`config.mk`:
```
export PLATFORM = sky130hd
export DESIGN_NAME = gpkg_binary_header_parser
export DESIGN_NICKNAME = d
export VERILOG_FILES = /design/src/rtl/gbhp_pkg.sv /design/src/rtl/gbhp_front.sv /design/src/rtl/gbhp_queue.sv /design/src/rtl/gbhp_back.sv /design/src/rtl/gpkg_binary_header_parser.sv
export SDC_FILE = /design/constraint.sdc
export NUM_CORES = 1
export LEC_CHECK = 0
export BUFFER_PORTS_ARGS = -buffer_cell sky130_fd_sc_hd__buf_2
export CAP_MARGIN = 20
export CORE_MARGIN = 3
export CORE_UTILIZATION = 55
export CTS_CLUSTER_SIZE = 30
export DETAILED_ROUTE_END_ITERATION = 8
export PLACE_DENSITY = 0.73
export SYNTH_ARGS = -nofsm -noshare
export SYNTH_HDL_FRONTEND = slang
export SYNTH_SLANG_ARGS = --single-unit
export TNS_END_PERCENT = 5
```
`constraint.sdc`:
```
create_clock -name clk -period 11.2 [get_ports clk]
set_clock_uncertainty 0.2 [all_clocks]
set_input_delay 2.24 -clock clk [delete_from_list [all_inputs] [get_ports clk]]
set_output_delay 2.24 -clock clk [all_outputs]
set_load 0.02 [all_outputs]
```
`src/rtl/gbhp_pkg.sv`:
```
// Shared types and constants for the geometry blob header parser.
// Used by the front, queue, back and top-level modules; no dependencies.
`default_nettype none

package gbhp_pkg;

  // Header magic and version bytes
  localparam logic [7:0] MAGIC_0      = 8'h47;
  localparam logic [7:0] MAGIC_1      = 8'h50;
  localparam logic [7:0] VERSION_BYTE = 8'h00;

  // Flag bit positions and envelope code field
  localparam int FLAG_LE_BIT    = 0;
  localparam int FLAG_EMPTY_BIT = 4;
  localparam int FLAG_EXT_BIT   = 5;
  localparam logic [2:0] ENV_CODE_MAX = 3'd4;

  // Byte positions inside the header
  localparam logic [6:0] POS_FLAGS   = 7'd3;
  localparam logic [6:0] POS_SRS_END = 7'd7;

  // Result kinds
  localparam logic [2:0] KIND_SRS     = 3'd0;
  localparam logic [2:0] KIND_SUMMARY = 3'd7;

  // Summary status codes
  localparam logic [1:0] ST_OK        = 2'd0;
  localparam logic [1:0] ST_BAD_MAGIC = 2'd1;
  localparam logic [1:0] ST_BAD_ENV   = 2'd2;
  localparam logic [1:0] ST_TRUNC     = 2'd3;

  // Default depth of the result queue between front and back
  localparam int QUEUE_DEPTH_DEF = 4;

  // One step's results: an optional value item and an optional summary item
  typedef struct packed {
    logic        has_val;
    logic [2:0]  val_kind;
    logic [63:0] val_value;
    logic        has_sum;
    logic [1:0]  sum_status;
    logic [6:0]  sum_hlen;
    logic [7:0]  flags;
  } gbhp_rec_t;

  // Envelope dimensions for a valid envelope code
  function automatic logic [2:0] dims_of_code(input logic [2:0] code);
    logic [2:0] d;
    unique case (code)
      3'd0:    d = 3'd0;
      3'd1:    d = 3'd2;
      3'd2:    d = 3'd3;
      3'd3:    d = 3'd3;
      3'd4:    d = 3'd4;
      default: d = 3'd0;
    endcase
    return d;
  endfunction

  // Envelope carries Z extents
  function automatic logic code_has_z(input logic [2:0] code);
    return (code == 3'd2) || (code == 3'd4);
  endfunction

endpackage

`default_nettype wire

```
`src/rtl/gbhp_front.sv`:
```
// Front end: accepts blob bytes, tracks the header position and assembles values.
// Pushes one record per byte that yields results into the queue; uses gbhp_pkg.
`default_nettype none

module gbhp_front (
  input  wire                   clk,
  input  wire                   rst_n,
  input  wire                   in_valid,
  output logic                  in_stall,
  input  wire  [7:0]            in_data_byte,
  input  wire                   in_first_byte,
  input  wire                   in_last_byte,
  input  wire                   q_full,
  output logic                  q_wr_en,
  output gbhp_pkg::gbhp_rec_t   q_wr_data
);
  import gbhp_pkg::*;

  logic [6:0]  pos_r, pos_nxt, pos_e;
  logic [7:0]  flags_r, flags_nxt, flags_e;
  logic [2:0]  dims_r, dims_nxt, dims_e;
  logic [63:0] shift_r, shift_nxt, shift_e, shift_base;
  logic        done_r, done_nxt, done_e;
  logic        accept;
  logic        err;
  logic [7:0]  expect_byte;
  logic [2:0]  lane;
  logic [3:0]  dim_idx;
  logic [6:0]  hlen;
  logic [2:0]  code;
  gbhp_rec_t   rec;

  assign in_stall = q_full;
  assign accept   = in_valid && !q_full;

  // Parse one byte
  always_comb begin
    pos_e   = in_first_byte ? 7'd0  : pos_r;
    flags_e = in_first_byte ? 8'd0  : flags_r;
    dims_e  = in_first_byte ? 3'd0  : dims_r;
    shift_e = in_first_byte ? 64'd0 : shift_r;
    done_e  = in_first_byte ? 1'b0  : done_r;

    pos_nxt   = pos_r;
    flags_nxt = flags_r;
    dims_nxt  = dims_r;
    shift_nxt = shift_r;
    done_nxt  = done_r;
    rec       = '0;
    err       = 1'b0;
    hlen      = 7'd0;
    code      = flags_e[3:1];

    unique case (pos_e[1:0])
      2'd0:    expect_byte = MAGIC_0;
      2'd1:    expect_byte = MAGIC_1;
      default: expect_byte = VERSION_BYTE;
    endcase

    // Byte index inside the value being assembled
    lane       = (pos_e < 7'd8) ? {1'b0, pos_e[1:0]} : pos_e[2:0];
    dim_idx    = pos_e[6:3] - 4'd1;
    shift_base = (lane == 3'd0) ? 64'd0 : shift_e;

    if (accept) begin
      pos_nxt   = pos_e;
      flags_nxt = flags_e;
      dims_nxt  = dims_e;
      shift_nxt = shift_e;
      done_nxt  = done_e;
      if (!done_e) begin
        if (pos_e < POS_FLAGS) begin
          // Magic and version check
          if (in_data_byte != expect_byte) begin
            flags_nxt      = 8'd0;
            rec.has_sum    = 1'b1;
            rec.sum_status = ST_BAD_MAGIC;
            done_nxt       = 1'b1;
            err            = 1'b1;
          end
        end else if (pos_e == POS_FLAGS) begin
          // Flags byte
          flags_nxt = in_data_byte;
          if (in_data_byte[3:1] > ENV_CODE_MAX) begin
            rec.has_sum    = 1'b1;
            rec.sum_status = ST_BAD_ENV;
            done_nxt       = 1'b1;
            err            = 1'b1;
          end else begin
            dims_nxt = dims_of_code(in_data_byte[3:1]);
          end
        end else begin
          // Assemble the srs id or an envelope double
          if (flags_e[FLAG_LE_BIT]) begin
            shift_nxt = shift_base;
            for (int i = 0; i < 8; i++) begin
              if (lane == 3'(i)) shift_nxt[8*i +: 8] = in_data_byte;
            end
          end else begin
            shift_nxt = {shift_base[55:0], in_data_byte};
          end
          if (pos_e == POS_SRS_END) begin
            rec.has_val   = 1'b1;
            rec.val_kind  = KIND_SRS;
            rec.val_value = {32'd0, shift_nxt[31:0]};
          end else if (pos_e >= 7'd8 && lane == 3'd7) begin
            if (dim_idx < 4'd4 || (dim_idx < 4'd6 && code_has_z(code))) begin
              rec.has_val   = 1'b1;
              rec.val_kind  = dim_idx[2:0] + 3'd1;
              rec.val_value = shift_nxt;
            end
          end
        end

        // Header completion or early end
        if (!err) begin
          pos_nxt = pos_e + 7'd1;
          hlen    = {dims_nxt, 4'd0} + 7'd8;
          if (pos_e >= POS_SRS_END && pos_nxt == hlen) begin
            rec.has_sum    = 1'b1;
            rec.sum_status = ST_OK;
            rec.sum_hlen   = hlen;
            done_nxt       = 1'b1;
          end else if (in_last_byte) begin
            rec.has_sum    = 1'b1;
            rec.sum_status = ST_TRUNC;
            done_nxt       = 1'b1;
          end
        end
      end
    end
    rec.flags = flags_nxt;
  end

  assign q_wr_en   = accept && (rec.has_val || rec.has_sum);
  assign q_wr_data = rec;

  // Hold parser state
  always_ff @(posedge clk) begin
    if (!rst_n) begin
      pos_r   <= 7'd0;
      flags_r <= 8'd0;
      dims_r  <= 3'd0;
      shift_r <= 64'd0;
      done_r  <= 1'b1;
    end else begin
      pos_r   <= pos_nxt;
      flags_r <= flags_nxt;
      dims_r  <= dims_nxt;
      shift_r <= shift_nxt;
      done_r  <= done_nxt;
    end
  end

endmodule

`default_nettype wire

```
`src/rtl/gbhp_queue.sv`:
```
// Small register queue of result records between front and back.
// One write and one read per cycle; uses gbhp_pkg for the record type.
`default_nettype none

module gbhp_queue #(
  parameter int DEPTH = gbhp_pkg::QUEUE_DEPTH_DEF
) (
  input  wire                  clk,
  input  wire                  rst_n,
  input  wire                  wr_en,
  input  gbhp_pkg::gbhp_rec_t  wr_data,
  input  wire                  rd_en,
  output gbhp_pkg::gbhp_rec_t  rd_data,
  output logic                 full,
  output logic                 empty
);
  import gbhp_pkg::*;

  localparam int PW = (DEPTH > 1) ? $clog2(DEPTH) : 1;
  localparam int CW = $clog2(DEPTH + 1);
  localparam logic [PW-1:0] LAST_PTR = PW'(DEPTH - 1);

  gbhp_rec_t     mem_r [DEPTH];
  logic [PW-1:0] wr_ptr_r, wr_ptr_nxt;
  logic [PW-1:0] rd_ptr_r, rd_ptr_nxt;
  logic [CW-1:0] count_r, count_nxt;
  logic          do_wr, do_rd;

  assign full    = (count_r == CW'(DEPTH));
  assign empty   = (count_r == '0);
  assign do_wr   = wr_en && !full;
  assign do_rd   = rd_en && !empty;
  assign rd_data = mem_r[rd_ptr_r];

  // Advance pointers and count
  always_comb begin
    wr_ptr_nxt = wr_ptr_r;
    rd_ptr_nxt = rd_ptr_r;
    count_nxt  = count_r;
    if (do_wr) wr_ptr_nxt = (wr_ptr_r == LAST_PTR) ? '0 : wr_ptr_r + 1'b1;
    if (do_rd) rd_ptr_nxt = (rd_ptr_r == LAST_PTR) ? '0 : rd_ptr_r + 1'b1;
    if (do_wr && !do_rd)      count_nxt = count_r + 1'b1;
    else if (do_rd && !do_wr) count_nxt = count_r - 1'b1;
  end

  always_ff @(posedge clk) begin
    if (!rst_n) begin
      wr_ptr_r <= '0;
      rd_ptr_r <= '0;
      count_r  <= '0;
    end else begin
      wr_ptr_r <= wr_ptr_nxt;
      rd_ptr_r <= rd_ptr_nxt;
      count_r  <= count_nxt;
    end
  end

  // Store payload
  always_ff @(posedge clk) begin
    if (do_wr) mem_r[wr_ptr_r] <= wr_data;
  end

endmodule

`default_nettype wire

```
`src/rtl/gbhp_back.sv`:
```
// Back end: takes records from the queue and emits their value and summary items.
// Holds one record in an output register; uses gbhp_pkg.
`default_nettype none

module gbhp_back (
  input  wire                  clk,
  input  wire                  rst_n,
  input  wire                  q_empty,
  input  gbhp_pkg::gbhp_rec_t  q_rd_data,
  output logic                 q_rd_en,
  output logic                 out_valid,
  input  wire                  out_stall,
  output logic [2:0]           out_field_kind,
  output logic [63:0]          out_field_value,
  output logic [1:0]           out_status,
  output logic                 out_is_empty,
  output logic                 out_is_extended,
  output logic                 out_little_endian,
  output logic                 out_has_xy,
  output logic                 out_has_z,
  output logic [6:0]           out_header_length,
  output logic                 out_last_of_run
);
  import gbhp_pkg::*;

  gbhp_rec_t rec_r, rec_nxt;
  logic      valid_r, valid_nxt;
  logic      sum_phase_r, sum_phase_nxt;
  logic      out_accept;
  logic      rec_done;
  logic [2:0] code;

  assign out_accept = valid_r && !out_stall;
  // Record is finished when its summary goes, or its value goes with no summary
  assign rec_done   = out_accept && (sum_phase_r || !rec_r.has_sum);
  assign q_rd_en    = (!valid_r || rec_done) && !q_empty;

  // Step through the held record and load the next one
  always_comb begin
    rec_nxt       = rec_r;
    valid_nxt     = valid_r;
    sum_phase_nxt = sum_phase_r;
    if (out_accept && !rec_done) begin
      sum_phase_nxt = 1'b1;
    end else if (!valid_r || rec_done) begin
      valid_nxt = !q_empty;
      if (!q_empty) begin
        rec_nxt       = q_rd_data;
        sum_phase_nxt = !q_rd_data.has_val;
      end
    end
  end

  always_ff @(posedge clk) begin
    if (!rst_n) begin
      valid_r     <= 1'b0;
      sum_phase_r <= 1'b0;
    end else begin
      valid_r     <= valid_nxt;
      sum_phase_r <= sum_phase_nxt;
    end
  end

  always_ff @(posedge clk) begin
    rec_r <= rec_nxt;
  end

  // Drive result fields from the held record
  assign code              = rec_r.flags[3:1];
  assign out_valid         = valid_r;
  assign out_field_kind    = sum_phase_r ? KIND_SUMMARY : rec_r.val_kind;
  assign out_field_value   = sum_phase_r ? 64'd0 : rec_r.val_value;
  assign out_status        = sum_phase_r ? rec_r.sum_status : ST_OK;
  assign out_header_length = sum_phase_r ? rec_r.sum_hlen : 7'd0;
  assign out_last_of_run   = sum_phase_r;
  assign out_is_empty      = rec_r.flags[FLAG_EMPTY_BIT];
  assign out_is_extended   = rec_r.flags[FLAG_EXT_BIT];
  assign out_little_endian = rec_r.flags[FLAG_LE_BIT];
  assign out_has_xy        = (code != 3'd0) && (code <= ENV_CODE_MAX);
  assign out_has_z         = code_has_z(code);

endmodule

`default_nettype wire

```
`src/rtl/gpkg_binary_header_parser.sv`:
```
// Geometry blob header parser, one byte per item at one item per cycle. A byte
// is taken in the cycle it is offered unless the result queue is full; while
// the queue is full every byte stalls, whether it would produce a result or
// not. A byte that completes a value and also ends the header yields two result
// items, which the output stage sends one after the other, so the sustained
// rate is set by the output side: one result item per cycle while out_stall is
// low. A byte's first result goes through the queue and the output register
// before it can be taken. The queue depth, plus the one record held at the
// output, sets how many result-producing bytes can be absorbed while the
// output is stalled. Uses gbhp_pkg, gbhp_front, gbhp_queue and gbhp_back.
`default_nettype none

module gpkg_binary_header_parser #(
  parameter int QUEUE_DEPTH = gbhp_pkg::QUEUE_DEPTH_DEF
) (
  input  wire         clk,
  input  wire         rst_n,
  input  wire         in_valid,
  output logic        in_stall,
  input  wire  [7:0]  in_data_byte,
  input  wire         in_first_byte,
  input  wire         in_last_byte,
  output logic        out_valid,
  input  wire         out_stall,
  output logic [2:0]  out_field_kind,
  output logic [63:0] out_field_value,
  output logic [1:0]  out_status,
  output logic        out_is_empty,
  output logic        out_is_extended,
  output logic        out_little_endian,
  output logic        out_has_xy,
  output logic        out_has_z,
  output logic [6:0]  out_header_length,
  output logic        out_last_of_run
);
  import gbhp_pkg::*;

  gbhp_rec_t q_wr_data, q_rd_data;
  logic      q_wr_en, q_rd_en, q_full, q_empty;

  // Classify bytes and assemble values
  gbhp_front u_front (
    .clk           (clk),
    .rst_n         (rst_n),
    .in_valid      (in_valid),
    .in_stall      (in_stall),
    .in_data_byte  (in_data_byte),
    .in_first_byte (in_first_byte),
    .in_last_byte  (in_last_byte),
    .q_full        (q_full),
    .q_wr_en       (q_wr_en),
    .q_wr_data     (q_wr_data)
  );

  // Buffer result records
  gbhp_queue #(
    .DEPTH (QUEUE_DEPTH)
  ) u_queue (
    .clk     (clk),
    .rst_n   (rst_n),
    .wr_en   (q_wr_en),
    .wr_data (q_wr_data),
    .rd_en   (q_rd_en),
    .rd_data (q_rd_data),
    .full    (q_full),
    .empty   (q_empty)
  );

  // Emit result items
  gbhp_back u_back (
    .clk               (clk),
    .rst_n             (rst_n),
    .q_empty           (q_empty),
    .q_rd_data         (q_rd_data),
    .q_rd_en           (q_rd_en),
    .out_valid         (out_valid),
    .out_stall         (out_stall),
    .out_field_kind    (out_field_kind),
    .out_field_value   (out_field_value),
    .out_status        (out_status),
    .out_is_empty      (out_is_empty),
    .out_is_extended   (out_is_extended),
    .out_little_endian (out_little_endian),
    .out_has_xy        (out_has_xy),
    .out_has_z         (out_has_z),
    .out_header_length (out_header_length),
    .out_last_of_run   (out_last_of_run)
  );

endmodule

`default_nettype wire

```
==> results.json <==
{
  "internal_power_uw": 3680,
  "fp-row-count": 70,
  "drtPass1Iterations": 5,
  "slew_violations": 0,
  "p_clk_share_pct": 31.4,
  "ys.flop_type": "edfxtp_1",
  "mostFrequentLayoutCell": "edfxtp_1",
  "arrival_ps": 6950,
  "antenna_found_initial": 0,
  "clkSlewWorstSetupHoldPaths_ps": 60,
  "hold_viol_final": 0,
  "fin_ws_ps": 4250,
  "cts_tree": "yes",
  "postCtsSetupRepairBufs": 0,
  "vdd_drop_max_mv": 0.340,
  "ys_seq_area_share_pct": 67.9,
  "synth_cell_type_count": 76,
  "seq_area_mm2": 0.0140,
  "drt_iter0_drc": 1062,
  "cts_root_buf": "clkbuf_16",
  "vias": 11700,
  "syn_area_mm2": 0.0206,
  "final_nets": 1422,
  "gr-usage-all-layers_pct": 22.1,
  "cp.required_ps": 11200,
  "portBuffers": 94,
  "dp_hpwl_mm": 25.4,
  "grt_pass1_vias": 11600,
  "dieArea_mm2": 0.0398,
  "path_class": "input port to flip-flop",
  "outcome": "completed",
  "synthCells": 1329,
  "grt_max_degree": 93,
  "via_per_inst": 6.18,
  "cts_htree_levels": 2,
  "synth_edf_count": 404,
  "dp_slack_ps": 3710,
  "post-route-min-period_ps": 6950,
  "critPathLaunch": "in_first_byte",
  "cellPowerDensity_mw_per_mm2": 223,
  "critPathLaunchType": "input port",
  "multiInputGateArea_mm2": 0.00617,
  "ys_async_sr_fraction_pct": 0,
  "worstSetupEndpointType": "flip-flop",
  "crit_fanout": 53,
  "grt_pass1_wl_mm": 67.8,
  "r2r-start": "u_front.pos_r[3]$_SDFFE_PN0P_",
  "switching_share_pct": 28.4,
  "final.setup.tns_ps": 0,
  "clk-insertion-delay-late_ps": 570,
  "core_mm2": 0.0367,
  "fp.dieH_um": 199,
  "ctsLongestPathBuffers": 3,
  "avgRoutedWirePerCell_um": 22.7,
  "setup_viol": 0,
  "numCtsBuffers": 49,
  "postCtsHoldBufs": 0,
  "rsz0062_at_grt": "false",
  "ant_nets": 0,
  "fmax_mhz": 144,
  "comb_power_share_pct": 21.7,
  "p_leak_uw": 0.00715,
  "switchingPower_uw": 1460,
  "overflow": 0,
  "drive_gt1_share_pct": 21.5,
  "start_util_pct": 56.0,
  "synth_area_per_cell_um2": 15.5,
  "fillCellCount": 2644,
  "fp.dieW_um": 199,
  "drc": 0,
  "worstPathCellList": "buf_2 > nand2b_1 > ha_1 > or3b_1 > o21bai_1 > a32oi_1 > or4_4 > a21o_2 > clkinv_2 > o41a_1 > and2_4 > buf_4",
  "worstMarginPinSlew_ps": 947,
  "yosys_warnings": 0,
  "most-common-layout-cells": "edfxtp_1 (404), buf_2 (95), nor2b_1 (91), dfxtp_1 (89), nor2_1 (85)",
  "ys_ff_latch": 496,
  "hp-class": "flip-flop to flip-flop",
  "relSlewSlack_pct": 36.9,
  "hp-start": "u_queue.rd_ptr_r[1]$_SDFFE_PN0P_",
  "num_io_pins": 98,
  "pwr-share-seq_pct": 46.9,
  "post-route-period-util_pct": 62.0,
  "post_cts_resized": 0,
  "drt_wl_total_mm": 43.1,
  "cts.sinks": 496,
  "cp_slowest_cell": "and2_4",
  "gp_congestion": 0.869,
  "area_growth_pct": 11.8,
  "drv_cap": 0,
  "slowest_delay_ps": 790
}
[worst max-delay path: cells and delay by family]
kind	cells	cell delay, ps
fa+ha+maj	1	180
buf+inv	3	1360
compound gates	4	1060
simple gates	4	2040
[flip-flops by register name, indices dropped and copies added, names as in the netlist, named ones only]
| name | cells |
|---|---|
| u_queue.count_r | 3 |
| u_back.out_last_of_run | 1 |
| u_queue.wr_ptr_r | 2 |
| u_back.out_valid | 1 |
| u_front.pos_r | 7 |
| u_front.done_r | 1 |
| u_back.rec_r | 74 |
| u_front.flags_r | 6 |
| u_queue.rd_ptr_r | 2 |
| u_back.code | 3 |
| u_front.dims_r | 3 |
| u_back.out_little_endian | 1 |
| u_front.shift_r | 64 |
| u_back.out_is_extended | 1 |
| u_queue.mem_r | 324 |
| u_back.out_is_empty | 1 |
[cells in the mapped netlist, drive strengths merged (3+ instances only)]
library cell,count,area share (%)
a211oi,5,0.23
a21boi,9,0.35
a21o,3,0.12
a21oi,24,0.58
a222oi,8,0.39
a22o,22,0.94
a22oi,58,2.1
a32o,24,1.2
and2,68,2.1
buf,38,0.89
clkbuf,62,1.1
dfxtp,92,9.0
edfxtp,404,59
ha,14,0.85
inv,15,0.27
mux2i,4,0.19
mux4,81,8.9
nand2,53,0.97
nand2b,12,0.36
nand3,3,0.097
nor2,86,1.6
nor2b,92,2.8
nor3,10,0.32
nor3b,4,0.19
nor4,3,0.16
o211ai,4,0.21
o21ai,19,0.48
o2bb2ai,56,2.4
o32ai,3,0.20
or2,10,0.30
or3,3,0.091
xnor2,5,0.21
xor2,5,0.21
[worst paths after layout]
check / end / slack (ps) / depth (start not counted)
setup / recovery: u_queue.mem_r[2][60]$_DFFE_PP_ / 4250 / 12
hold / removal: flip-flop / 300 / 2
setup reg to reg: u_queue.mem_r[2][60]$_DFFE_PP_ / 5940 / 11
hold reg to reg: flip-flop / 300 / 2
[power groups by stage]
stage | logic, µW | registers [µW] | clock network (µW)
after global routing | 1210 | 2440 | 1720
after global placement | 1110 | 2450 | 0
after detailed placement | 1120 | 2460 | 0
final | 1120 | 2410 | 1610
after CTS | 1130 | 2420 | 1640
after floorplan | 843 | 2380 | 0
[per-stage QoR]
| step | instances | utilization [%] | cell area [µm²] | hold slack (ps) | total power (µW) |
|---|---|---|---|---|---|
| 6_report | 1901 | 62.7 | 23000 | 305 | 5140 |
| 5_1_grt | 1900 | 62.6 | 23000 | 328 | 5380 |
| 4_1_cts | 1898 | 62.6 | 23000 | 302 | 5190 |
| 3_5_place_dp | 1808 | 58.3 | 21400 | 293 | 3580 |
| 3_3_place_gp | 1808 | 58.3 | 21400 | 282 | 3560 |
| 2_1_floorplan | 1331 | - | 20600 | 267 | 3220 |
[final cells by class]
type | instances | area share, %
inverter | 16 | 0.272
clock inverter | 25 | 1.03
multi-input combinational | 719 | 26.8
antenna | 1 | 0.0109
tap | 468 | 2.55
timing repair buffer | 111 | 2.64
clock buffer | 65 | 5.86
sequential | 496 | 60.8
[routing by layer]
| layer | GRT usage (%) | wire length (µm) | vias up |
|---|---|---|---|
| met5 | 0 | 0 | - |
| met4 | 5.79 | 890 | 0 |
| met3 | 3.86 | 2670 | 61 |
| met2 | 35.1 | 20800 | 416 |
| met1 | 32.5 | 18700 | 5966 |
| li1 | - | - | 5296 |
[kinds of logic (layout without fill, tap and decap cells)]
family,count (synthesis),in the layout,synth area share [%]
other cells,1,4,0.0182
fa+ha+maj,15,15,0.949
compound gates,253,253,9.96
buf+inv,116,217,2.32
mux,85,85,9.06
flops,496,496,67.9
simple gates,353,353,9.32
xor+xnor,10,10,0.426
Note: power is estimated with default switching activity, not from simulation.
